`config.mk`:
```
export PLATFORM = sky130hd
export DESIGN_NAME = qpht_addmod
export DESIGN_NICKNAME = d
export VERILOG_FILES = /design/src/rtl/qpht_pkg.sv /design/src/rtl/qpht_addmod.sv
export SDC_FILE = /design/constraint.sdc
export NUM_CORES = 1
export LEC_CHECK = 0
export ABC_AREA = 1
export BUFFER_PORTS_ARGS = -buffer_cell sky130_fd_sc_hd__buf_2
export CELL_PAD_IN_SITES_DETAIL_PLACEMENT = 1
export CELL_PAD_IN_SITES_GLOBAL_PLACEMENT = 1
export CORE_AREA = 2 2 64 66
export DETAILED_ROUTE_END_ITERATION = 7
export DIE_AREA = 0 0 66 68
export PLACE_DENSITY_LB_ADDON = 0.1
export REMOVE_ABC_BUFFERS = 1
export SETUP_SLACK_MARGIN = 0.5
export SLEW_MARGIN = 20
export SYNTH_ARGS = -nofsm -noshare
export SYNTH_HDL_FRONTEND = slang
export SYNTH_SLANG_ARGS = --single-unit
```
`constraint.sdc`:
```
create_clock -name vclk -period 6.1
set_clock_uncertainty 0.2 [all_clocks]
set_input_delay 0.915 -clock vclk [all_inputs]
set_output_delay 0.915 -clock vclk [all_outputs]
set_load 0.02 [all_outputs]
```
`src/rtl/qpht_pkg.sv`:
```
// Shared constants and types for the quadratic probing hash table.
package qpht_pkg;

  localparam int MAX_SLOTS  = 1024;
  localparam int IDX_W      = $clog2(MAX_SLOTS);
  localparam int SIZE_W     = IDX_W + 1;
  localparam int CFG_W      = 11;
  localparam int VAL_W      = 31;
  localparam int CNT_W      = 11;
  localparam int STAT_W     = 3;
  localparam int FUNC_W     = 2;
  localparam int BIT_W      = $clog2(VAL_W);
  localparam int IN_DATA_W  = ((VAL_W + 7) / 8) * 8;
  localparam int OUT_DATA_W = ((IDX_W + VAL_W + CNT_W + 7) / 8) * 8;

  localparam logic [CFG_W-1:0]  SIZE_RESET = CFG_W'(11);
  localparam logic [SIZE_W-1:0] SIZE_MIN   = SIZE_W'(2);
  localparam logic [SIZE_W-1:0] SIZE_MAX   = SIZE_W'(MAX_SLOTS);

  typedef enum logic [FUNC_W-1:0] {
    FN_INSERT = 2'd0,
    FN_DELETE = 2'd1,
    FN_CLEAR  = 2'd2,
    FN_READ   = 2'd3
  } func_t;

  typedef enum logic [STAT_W-1:0] {
    ST_HOME    = 3'd0,
    ST_COLL    = 3'd1,
    ST_FULL    = 3'd2,
    ST_REMOVED = 3'd3,
    ST_ABSENT  = 3'd4,
    ST_CLEARED = 3'd5,
    ST_READ    = 3'd6
  } status_t;

endpackage

```
`src/rtl/qpht_addmod.sv`:
```
// Shared modular add unit: (a + b + cin) reduced by one conditional subtract of m.
module qpht_addmod (
  input  logic [qpht_pkg::SIZE_W-1:0] a,
  input  logic [qpht_pkg::SIZE_W-1:0] b,
  input  logic                        cin,
  input  logic [qpht_pkg::SIZE_W-1:0] m,
  output logic [qpht_pkg::SIZE_W-1:0] y
);
  import qpht_pkg::*;

  logic [SIZE_W:0] sum;
  logic [SIZE_W:0] diff;

  // Both operands stay below m, so the sum is below 2m and one subtract suffices.
  assign sum  = {1'b0, a} + {1'b0, b} + {{SIZE_W{1'b0}}, cin};
  assign diff = sum - {1'b0, m};
  assign y    = (sum >= {1'b0, m}) ? diff[SIZE_W-1:0] : sum[SIZE_W-1:0];

endmodule

```
==> results of run 1 <==
==> cells by family after synthesis <==
| group | synth area share [%] |
|---|---|
| XOR/XNOR | 6.30 |
| AO/OA/AOI/OAI | 6.30 |
| buffers and inverters | 14.3 |
| AND/OR/NAND/NOR | 49.9 |
| adder cells (fa/ha/maj) | 23.2 |
==> cell usage in the layout (no fill, tap or decap) <==
cell	synthesis	layout
a21o_1	2	2
a21oi_1	9	9
buf_2	0	45
fa_1	3	3
ha_1	21	21
inv_1	46	46
nand2_1	103	103
nand2_2	3	3
nand3_1	30	30
nand3_2	2	2
nand4_1	6	6
nor2_1	18	18
nor2_2	2	2
o21ai_0	1	1
o21bai_1	3	3
xnor2_1	2	2
xor2_1	8	8
==> per-stage QoR <==
step / hold WS, ns / area (sq um) / instances
after floorplan: 1.96 / 1360 / 259
after global placement: 2.14 / 1650 / 354
after detailed placement: 2.16 / 1650 / 354
after CTS: 2.16 / 1650 / 354
after global routing: 2.20 / 1650 / 354
final: 2.15 / 1650 / 354
==> how the worst min path moves through the flow <==
stage          startpoint    to  slack (ns)  depth (start not counted)
2_1_floorplan        m[0]  y[0]        1.96                          4
3_3_place_gp         m[0]  y[0]        2.14                          6
3_5_place_dp         m[0]  y[0]        2.16                          6
4_1_cts              m[0]  y[0]        2.16                          6
5_1_grt              m[0]  y[0]        2.20                          6
6_report             m[0]  y[0]        2.15                          6
==> cell type report <==
type / count / area (sq um) / share of cell area (%)
inverters: 46 / 173 / 10.5
well taps: 50 / 62.6 / 3.79
multi-input cells: 213 / 1190 / 72.1
repair buffers: 45 / 225 / 13.6
==> layer usage <==
| metal | vias to the layer above | wire (um) | global-route usage (%) |
|---|---|---|---|
| li1 | 911 | - | - |
| met1 | 765 | 1840 | 23.4 |
| met2 | 16 | 2290 | 40.3 |
| met3 | 0 | 58 | 0.329 |
| met4 | 0 | 0 | 0 |
| met5 | - | 0 | 0 |
==> power breakdown <==
part | internal (mW) | switching, mW
logic | 0.121 | 0.218
clock network | 0 | 0
registers | 0 | 0
total | 0.121 | 0.218
==> key figures, run 1 <==
Run status
  • Status: completed

Cells and area
  • Final Core Density: 42.8%
  • Final nets: 364
  • Final-layout clock buffer total: 0
  • ANT cells: 0
  • Seq cells: 0
  • Fillcell total: 608
  • P&R area growth vs syn: 18.8%
  • Share of post-route cells with drive strength above 1: 17.1%
  • Register Area: 0 sq um

Worst setup path
  • Worst endpoint required time: 4.98 ns
  • Crit path DAT: 4.11 ns
  • Worst Setup Path Type: primary input to primary output
  • Crit path to: y[6]
  • Critical path fanouts, max: 12
  • Worst path slowest cell: fa_1
  • Setup crit start: a[0]
  • Crit-path leading delay family: simple AND/OR/NAND/NOR gates
  • Critical path capture point type: primary output
  • Most common cell on crit path: nand2_1
  • CP Launch Type: primary input
  • CP Cell Sequence: buf_2, fa_1, fa_1, nand3_1, nand3_1, nand2_1, nand2_1, nand2_1, nand2_1, ha_1, nand2_1, inv_1, a21oi_1, nand4_1, nand2_2, nand2_2, nand2_1, nand2_1, buf_2
  • Delay of the slowest critical-path stage: 0.48 ns
  • Crit path depth: 19
  • CP bufs+invs: 3

Min path
  • Hold crit path type: primary input to primary output

Timing
  • Unrepaired setup endpoints after global routing: no
  • Headroom to the max-slew limit: 66.7%
  • Period minus WS final: 5.22 ns
  • Final setup violation count: 0
  • Worst-Margin Slew: 0.499 ns
  • Setup TNS: 0 ns
  • Period utilization: 85.6%
  • Hold Fails Final Rpt: 0
  • Slew Limit Fails: 0
  • Final worst slack: 0.879 ns
  • Fmax: 0.192 GHz

Detailed routing
  • DR vias: 1692
  • DR vias/cell: 4.78
  • Post-route DRC: 0
  • Pre-antenna DRT Iters: 4
  • Routed WL: 4190 um
  • DR WL/cell: 11.8 um
  • Post-route ant nets: 0
  • Drt initial violations: 51

Placed design
  • GPL Wtd Cong: 0.882
  • Placement Setup Slack: 0.854 ns
  • # port buffers: 45
  • Post-DP HPWL: 3800 um

GRT
  • GRT Residual Overflow: 0
  • Vias in the first global route: 1636
  • Initial antenna violation count: 0
  • Total GRT Usage: 19.3%
  • Largest net degree at the start of global routing: 13
  • First-pass GRT wire length: 7020 um

Yosys
  • Mapped cell area: 1390 sq um
  • Syn avg cell area: 5.31 sq um
  • Sequential-to-total area share from yosys stat: 0%
  • Post-synth top area share: 27.8%
  • Synth cell types: 18
  • Area contributors post-synth: nand2_1 28%, ha_1 19%, inv_1 12%
  • Cells after Synth: 262
  • Yosys top cell by area: nand2_1
  • Post-synth top cells: 103 x nand2_1, 46 x inv_1, 30 x nand3_1
  • Most instantiated library cell after synthesis: nand2_1
  • Synth Warn #: 0

Clocking
  • Setup Fix Bufs, Post-CTS: 0
  • Cts hold-fix bufs: 0
  • Cts repair resizes: 0

Floorplanning
  • Area of the die: 4490 sq um
  • Initial Util: 36.0%
  • Die Height: 68 um
  • Num ports: 45
  • Core box area: 3860 sq um
  • Cell row count: 23
  • Die width: 66 um

Flow run
  • # Max-Cap Violations: 0

Power and ir drop
  • P_leak: 1.09 nW
  • Tot Pwr: 0.339 mW
  • Power per cell area: 205 nW/um^2
  • Max VDD drop: 0.0544 mV
Power figures use the tool's default switching activity.
==> run 2, diff against run 1 <==
--- a/config.mk
+++ b/config.mk
@@ -9,9 +9,9 @@
 export BUFFER_PORTS_ARGS = -buffer_cell sky130_fd_sc_hd__buf_2
 export CELL_PAD_IN_SITES_DETAIL_PLACEMENT = 1
 export CELL_PAD_IN_SITES_GLOBAL_PLACEMENT = 1
-export CORE_AREA = 2 2 64 66
+export CORE_AREA = 2 2 67 69
 export DETAILED_ROUTE_END_ITERATION = 7
-export DIE_AREA = 0 0 66 68
+export DIE_AREA = 0 0 69 71
 export PLACE_DENSITY_LB_ADDON = 0.1
 export REMOVE_ABC_BUFFERS = 1
 export SETUP_SLACK_MARGIN = 0.5
==> constraint.sdc (replaced) <==
create_clock -name vclk -period 5.65
set_clock_uncertainty 0.2 [all_clocks]
set_input_delay 0.8475 -clock vclk [all_inputs]
set_output_delay 0.8475 -clock vclk [all_outputs]
set_load 0.02 [all_outputs]
==> run 2 against run 1 <==
Net effect: global-route usage shrank 1.6 points; final area grew 2.7%; hold slack lost 0.15 ns; sequential cell count is the same; cell count grew 0.85%; largest cell class unchanged; highest routed layer is now met4.
==> key figures, run 2 (synthesis results as in run 1) <==
Run status
  • Status: completed

Clocking
  • Cts repair resizes: 0
  • Setup Fix Bufs, Post-CTS: 0
  • Cts hold-fix bufs: 0

Floorplanning
  • Core box area: 4200 sq um
  • Num ports: 45
  • Die width: 69 um
  • Die Height: 71 um
  • Cell row count: 24
  • Initial Util: 33.1%
  • Area of the die: 4900 sq um

GRT
  • GRT Residual Overflow: 0
  • First-pass GRT wire length: 7560 um
  • Vias in the first global route: 1769
  • Total GRT Usage: 17.7%
  • Largest net degree at the start of global routing: 13
  • Initial antenna violation count: 0

Timing
  • Fmax: 0.206 GHz
  • Unrepaired setup endpoints after global routing: no
  • Worst Hold Slack: 2.00 ns
  • Headroom to the max-slew limit: 57.4%
  • Slew Limit Fails: 0
  • Worst-Margin Slew: 0.639 ns
  • Hold Fails Final Rpt: 0
  • Final setup violation count: 0
  • Period minus WS final: 4.84 ns
  • Setup TNS: 0 ns
  • Period utilization: 85.7%

Flow run
  • # Max-Cap Violations: 0

Placed design
  • # port buffers: 45
  • Post-DP HPWL: 3800 um
  • Post-DP Area: 1650 sq um
  • GPL Wtd Cong: 0.907

Power and ir drop
  • P_sw: 0.247 mW
  • Max VDD drop: 0.0581 mV
  • Power per cell area: 225 nW/um^2
  • Logic gate share of total power: 100.0%
  • Internal power: 0.135 mW
  • Tot Pwr: 0.382 mW
  • Sw frac: 64.6%
  • P_leak: 1.10 nW
  • Register share of total power: 0%
  • Clock share of power: 0%

Detailed routing
  • Post-route DRC: 0
  • Drt initial violations: 32
  • DR WL/cell: 11.7 um
  • DR vias: 1724
  • DR vias/cell: 4.83
  • Routed WL: 4190 um
  • Pre-antenna DRT Iters: 4
  • Post-route ant nets: 0

Min path
  • Hold crit path type: primary input to primary output

Cells and area
  • Design Area, Final: 1700 sq um
  • Seq cells: 0
  • ANT cells: 0
  • Final-layout clock buffer total: 0
  • P&R area growth vs syn: 22.0%
  • Most frequent cells in the layout: 103 x nand2_1, 46 x inv_1, 45 x buf_2
  • Register Area: 0 sq um
  • Share of post-route cells with drive strength above 1: 19.0%
  • Final nets: 365
  • Most common cell after layout, fill and taps aside: nand2_1

Worst setup path
  • Worst Setup Path Type: primary input to primary output
  • Worst path slowest cell: fa_2
  • CP Launch Type: primary input
  • Most common cell on crit path: nand2_1
  • Crit-path leading delay family: simple AND/OR/NAND/NOR gates
  • Crit path DAT: 3.80 ns
  • CP bufs+invs: 3
  • Critical path fanouts, max: 11
  • Critical path capture point type: primary output
  • CP Cell Sequence: buf_2, fa_2, fa_2, nand3_1, nand3_1, nand2_1, nand2_1, nand2_1, nand2_1, ha_1, nand2_1, inv_1, a21oi_2, nand4_1, nand2_4, nand2_8, nand2_1, nand2_1, buf_2
  • Worst endpoint required time: 4.60 ns
  • Delay of the slowest critical-path stage: 0.41 ns
[run 2: worst min-delay path, cell delays in order]
cell	delay, ns
buf_2	0.08
ha_1	0.14
inv_1	0.04
nand2_1	0.06
nand2_1	0.04
buf_2	0.15
[run 2: final cells by class]
type / instances / area, sq um
fill: 628 / 2510
multi-input combinational: 214 / 1230
timing repair buffer: 45 / 225
inverter: 46 / 173
tap: 52 / 65.1
[run 2: per-layer routing]
layer	part of all wire, %	wire length [um]	track usage, %
met1	45	1910	22.0
met4	0.83	35	1.53
met2	52	2190	35.4
met3	1.4	59	0.285
met5	0	0	0
[run 2: path summary, 6_finish.rpt]
check / startpoint / to / slack [ns] / cells past startpoint
worst max-delay path: a[0] / y[6] / 0.81 / 19
worst min-delay path: m[0] / y[0] / 2.00 / 6
[run 2: metrics by stage]
step                      std cells  setup slack (ns)  utilization, %
after detailed placement        356             0.563            39.3
after global placement          356             0.664            39.3
after CTS                       356             0.558            39.3
after global routing            357             0.491            40.3
after floorplan                 259              1.13               -
final                           357             0.807            40.3
[run 2: power groups by stage]
stage / logic, mW / registers (mW) / clock network (mW)
after global routing: 0.436 / 0 / 0
after global placement: 0.366 / 0 / 0
after CTS: 0.371 / 0 / 0
after floorplan: 0.265 / 0 / 0
final: 0.382 / 0 / 0
after detailed placement: 0.370 / 0 / 0
==> run 3, diff against run 2 <==
--- a/config.mk
+++ b/config.mk
@@ -5,13 +5,13 @@
 export SDC_FILE = /design/constraint.sdc
 export NUM_CORES = 1
 export LEC_CHECK = 0
-export ABC_AREA = 1
+export ABC_AREA = 0
 export BUFFER_PORTS_ARGS = -buffer_cell sky130_fd_sc_hd__buf_2
 export CELL_PAD_IN_SITES_DETAIL_PLACEMENT = 1
 export CELL_PAD_IN_SITES_GLOBAL_PLACEMENT = 1
-export CORE_AREA = 2 2 67 69
+export CORE_AREA = 2 2 59 61
 export DETAILED_ROUTE_END_ITERATION = 7
-export DIE_AREA = 0 0 69 71
+export DIE_AREA = 0 0 61 63
 export PLACE_DENSITY_LB_ADDON = 0.1
 export REMOVE_ABC_BUFFERS = 1
 export SETUP_SLACK_MARGIN = 0.5
==> run 3 against run 2 <==
Net effect: combinational power rose by 27%; non-clock buffer count increased by 9; setup slack got worse by 0.56 ns; total power is 28% higher; critical endpoint unchanged; global-route usage shrank 0.66 points; area after synthesis down 15%.
==> key figures, run 3 <==
Run status
  • Status: completed

Cells and area
  • Area of the multi-input gates: 1150 sq um
  • Seq cells: 0
  • Most common cell after layout, fill and taps aside: buf_2
  • Most frequent cells in the layout: 33 x buf_2, 21 x ha_1, 15 x inv_1
  • P&R area growth vs syn: 38.2%
  • Register Area: 0 sq um
  • Final nets: 250
  • Post-Layout Cell Count: 236
  • Fillcell total: 418
  • Final-layout clock buffer total: 0
  • ANT cells: 0
  • Design Area, Final: 1620 sq um
  • Share of post-route cells with drive strength above 1: 42.6%

Floorplanning
  • Num ports: 45
  • Area of the die: 3840 sq um
  • Die Height: 63 um
  • Cell row count: 21
  • Initial Util: 36.4%
  • Die width: 61 um
  • Core box area: 3230 sq um

Power and ir drop
  • P_leak: 0.824 nW
  • P_sw: 0.231 mW
  • Clock share of power: 0%
  • Max VDD drop: 0.170 mV
  • Power per cell area: 300 nW/um^2
  • Logic gate share of total power: 100.0%
  • Tot Pwr: 0.487 mW
  • Sw frac: 47.5%
  • Register share of total power: 0%
  • Internal power: 0.256 mW

Timing
  • Final setup violation count: 0
  • Period minus WS final: 5.40 ns
  • Hold Fails Final Rpt: 0
  • Fmax: 0.185 GHz
  • Headroom to the max-slew limit: 71.2%
  • Period utilization: 95.6%
  • Slew Limit Fails: 0
  • Worst-Margin Slew: 0.428 ns
  • Unrepaired setup endpoints after global routing: yes

Placed design
  • Post-DP Area: 1470 sq um
  • GPL Wtd Cong: 0.743
  • Post-DP HPWL: 2740 um
  • # port buffers: 45
  • Dpl cells: 230

Clocking
  • Cts hold-fix bufs: 0

Worst setup path
  • Worst Setup Path Type: primary input to primary output
  • Worst endpoint required time: 4.60 ns
  • Crit path DAT: 4.35 ns
  • Critical path fanouts, max: 6
  • Critical path capture point type: primary output
  • CP Launch Type: primary input

Yosys
  • Post-synth top cells: 21 x ha_1, 15 x inv_1, 9 x a21oi_1, 9 x mux2_4, 9 x xnor2_1
  • Synth cell types: 40
  • Yosys top cell by area: ha_1
  • Syn avg cell area: 8.58 sq um
  • Post-synth top area share: 22.4%
  • Synth Warn #: 0
  • Mapped cell area: 1170 sq um
  • Area contributors post-synth: ha_1 22%, mux2_4 12%, xnor2_1 6.7%
  • Sequential-to-total area share from yosys stat: 0%
  • Most instantiated library cell after synthesis: ha_1
  • Cells after Synth: 137

Detailed routing
  • Post-route ant nets: 0
  • Drt initial violations: 5
  • Pre-antenna DRT Iters: 4
  • Routed WL: 3230 um
  • DR vias: 1197
  • Post-route DRC: 0
  • DR WL/cell: 13.7 um
  • DR vias/cell: 5.07

GRT
  • First-pass GRT wire length: 5280 um
  • GRT Residual Overflow: 0
  • Vias in the first global route: 1276
  • Total GRT Usage: 17.1%
  • Initial antenna violation count: 0
  • Largest net degree at the start of global routing: 8

Flow run
  • # Max-Cap Violations: 0

Min path
  • Hold crit path type: primary input to primary output
run 3: cell types whose count changed after synthesis, moves of 7 or more:
cell / delta
nor2_1: -10
nand2_1: -101
nand3_1: -30
mux2_4: +9
xnor2_1: +7
inv_1: -31
run 3: final timing paths:
kind | from | endpoint | depth (start not counted)
setup / recovery | cin | y[6] | 16
hold / removal | m[0] | y[0] | 4
run 3: timing repair:
item	4_1_cts	5_1_grt
setup endpoints to repair	11	11
gates resized for setup	28	4
buffers inserted	4	2
endpoints found under the hold margin	0	0
pin swaps	10	9
run 3: power by group through the flow:
| stage | clock (mW) | sequential [mW] | combinational [mW] |
|---|---|---|---|
| CTS | 0 | 0 | 0.478 |
| detailed placement | 0 | 0 | 0.408 |
| global placement | 0 | 0 | 0.399 |
| finish | 0 | 0 | 0.487 |
| global route | 0 | 0 | 0.525 |
| floorplan | 0 | 0 | 0.307 |
run 3: final cells by class:
type               count  share of cell area (%)
inverters             15                    3.47
repair buffers        54                    22.4
multi-input cells    121                    70.6
well taps             46                    3.54
run 3: routing by layer:
| layer | wire length [um] | share of wire [%] | global-route usage [%] |
|---|---|---|---|
| met5 | 0 | 0 | 0 |
| met4 | 46 | 1.4 | 1.90 |
| met3 | 108 | 3.3 | 0.207 |
| met2 | 1810 | 56 | 35.1 |
| met1 | 1260 | 39 | 18.8 |
run 3: through the flow:
stage / setup WS [ns] / util (%) / hold slack, ns / setup TNS [ns]
2_1_floorplan: -0.118 / - / 1.77 / -0.194
3_3_place_gp: 0.163 / 45.5 / 1.92 / 0
3_5_place_dp: -0.0192 / 45.5 / 1.94 / -0.0192
4_1_cts: 0.315 / 49.2 / 1.94 / 0
5_1_grt: 0.156 / 50.3 / 1.97 / 0
6_report: 0.249 / 50.3 / 1.94 / 0
run 3: worst max-delay path: stages:
cell and delay, ns:
buf_6 0.09, fa_2 0.41, fa_2 0.38, a211oi_2 0.29, nor2_2 0.07, o21a_1 0.19, o22a_1 0.19, xor2_2 0.16
ha_1 0.29, o21a_1 0.21, o21ai_1 0.13, a31oi_1 0.07, a311oi_2 0.33, buf_4 0.24, mux2_4 0.32, buf_6 0.14
run 3: cell families (layout without fill, tap and decap cells):
| logic type | count (synthesis) | after routing | share of synthesized area [%] |
|---|---|---|---|
| adders and majority gates | 24 | 24 | 27.5 |
| buffers and inverters | 16 | 69 | 5.75 |
| xor gates and xnor gates | 16 | 16 | 11.9 |
| and+or+nand+nor | 22 | 22 | 9.69 |
| muxes | 12 | 12 | 14.3 |
| AOI/OAI and AO/OA | 47 | 47 | 30.9 |
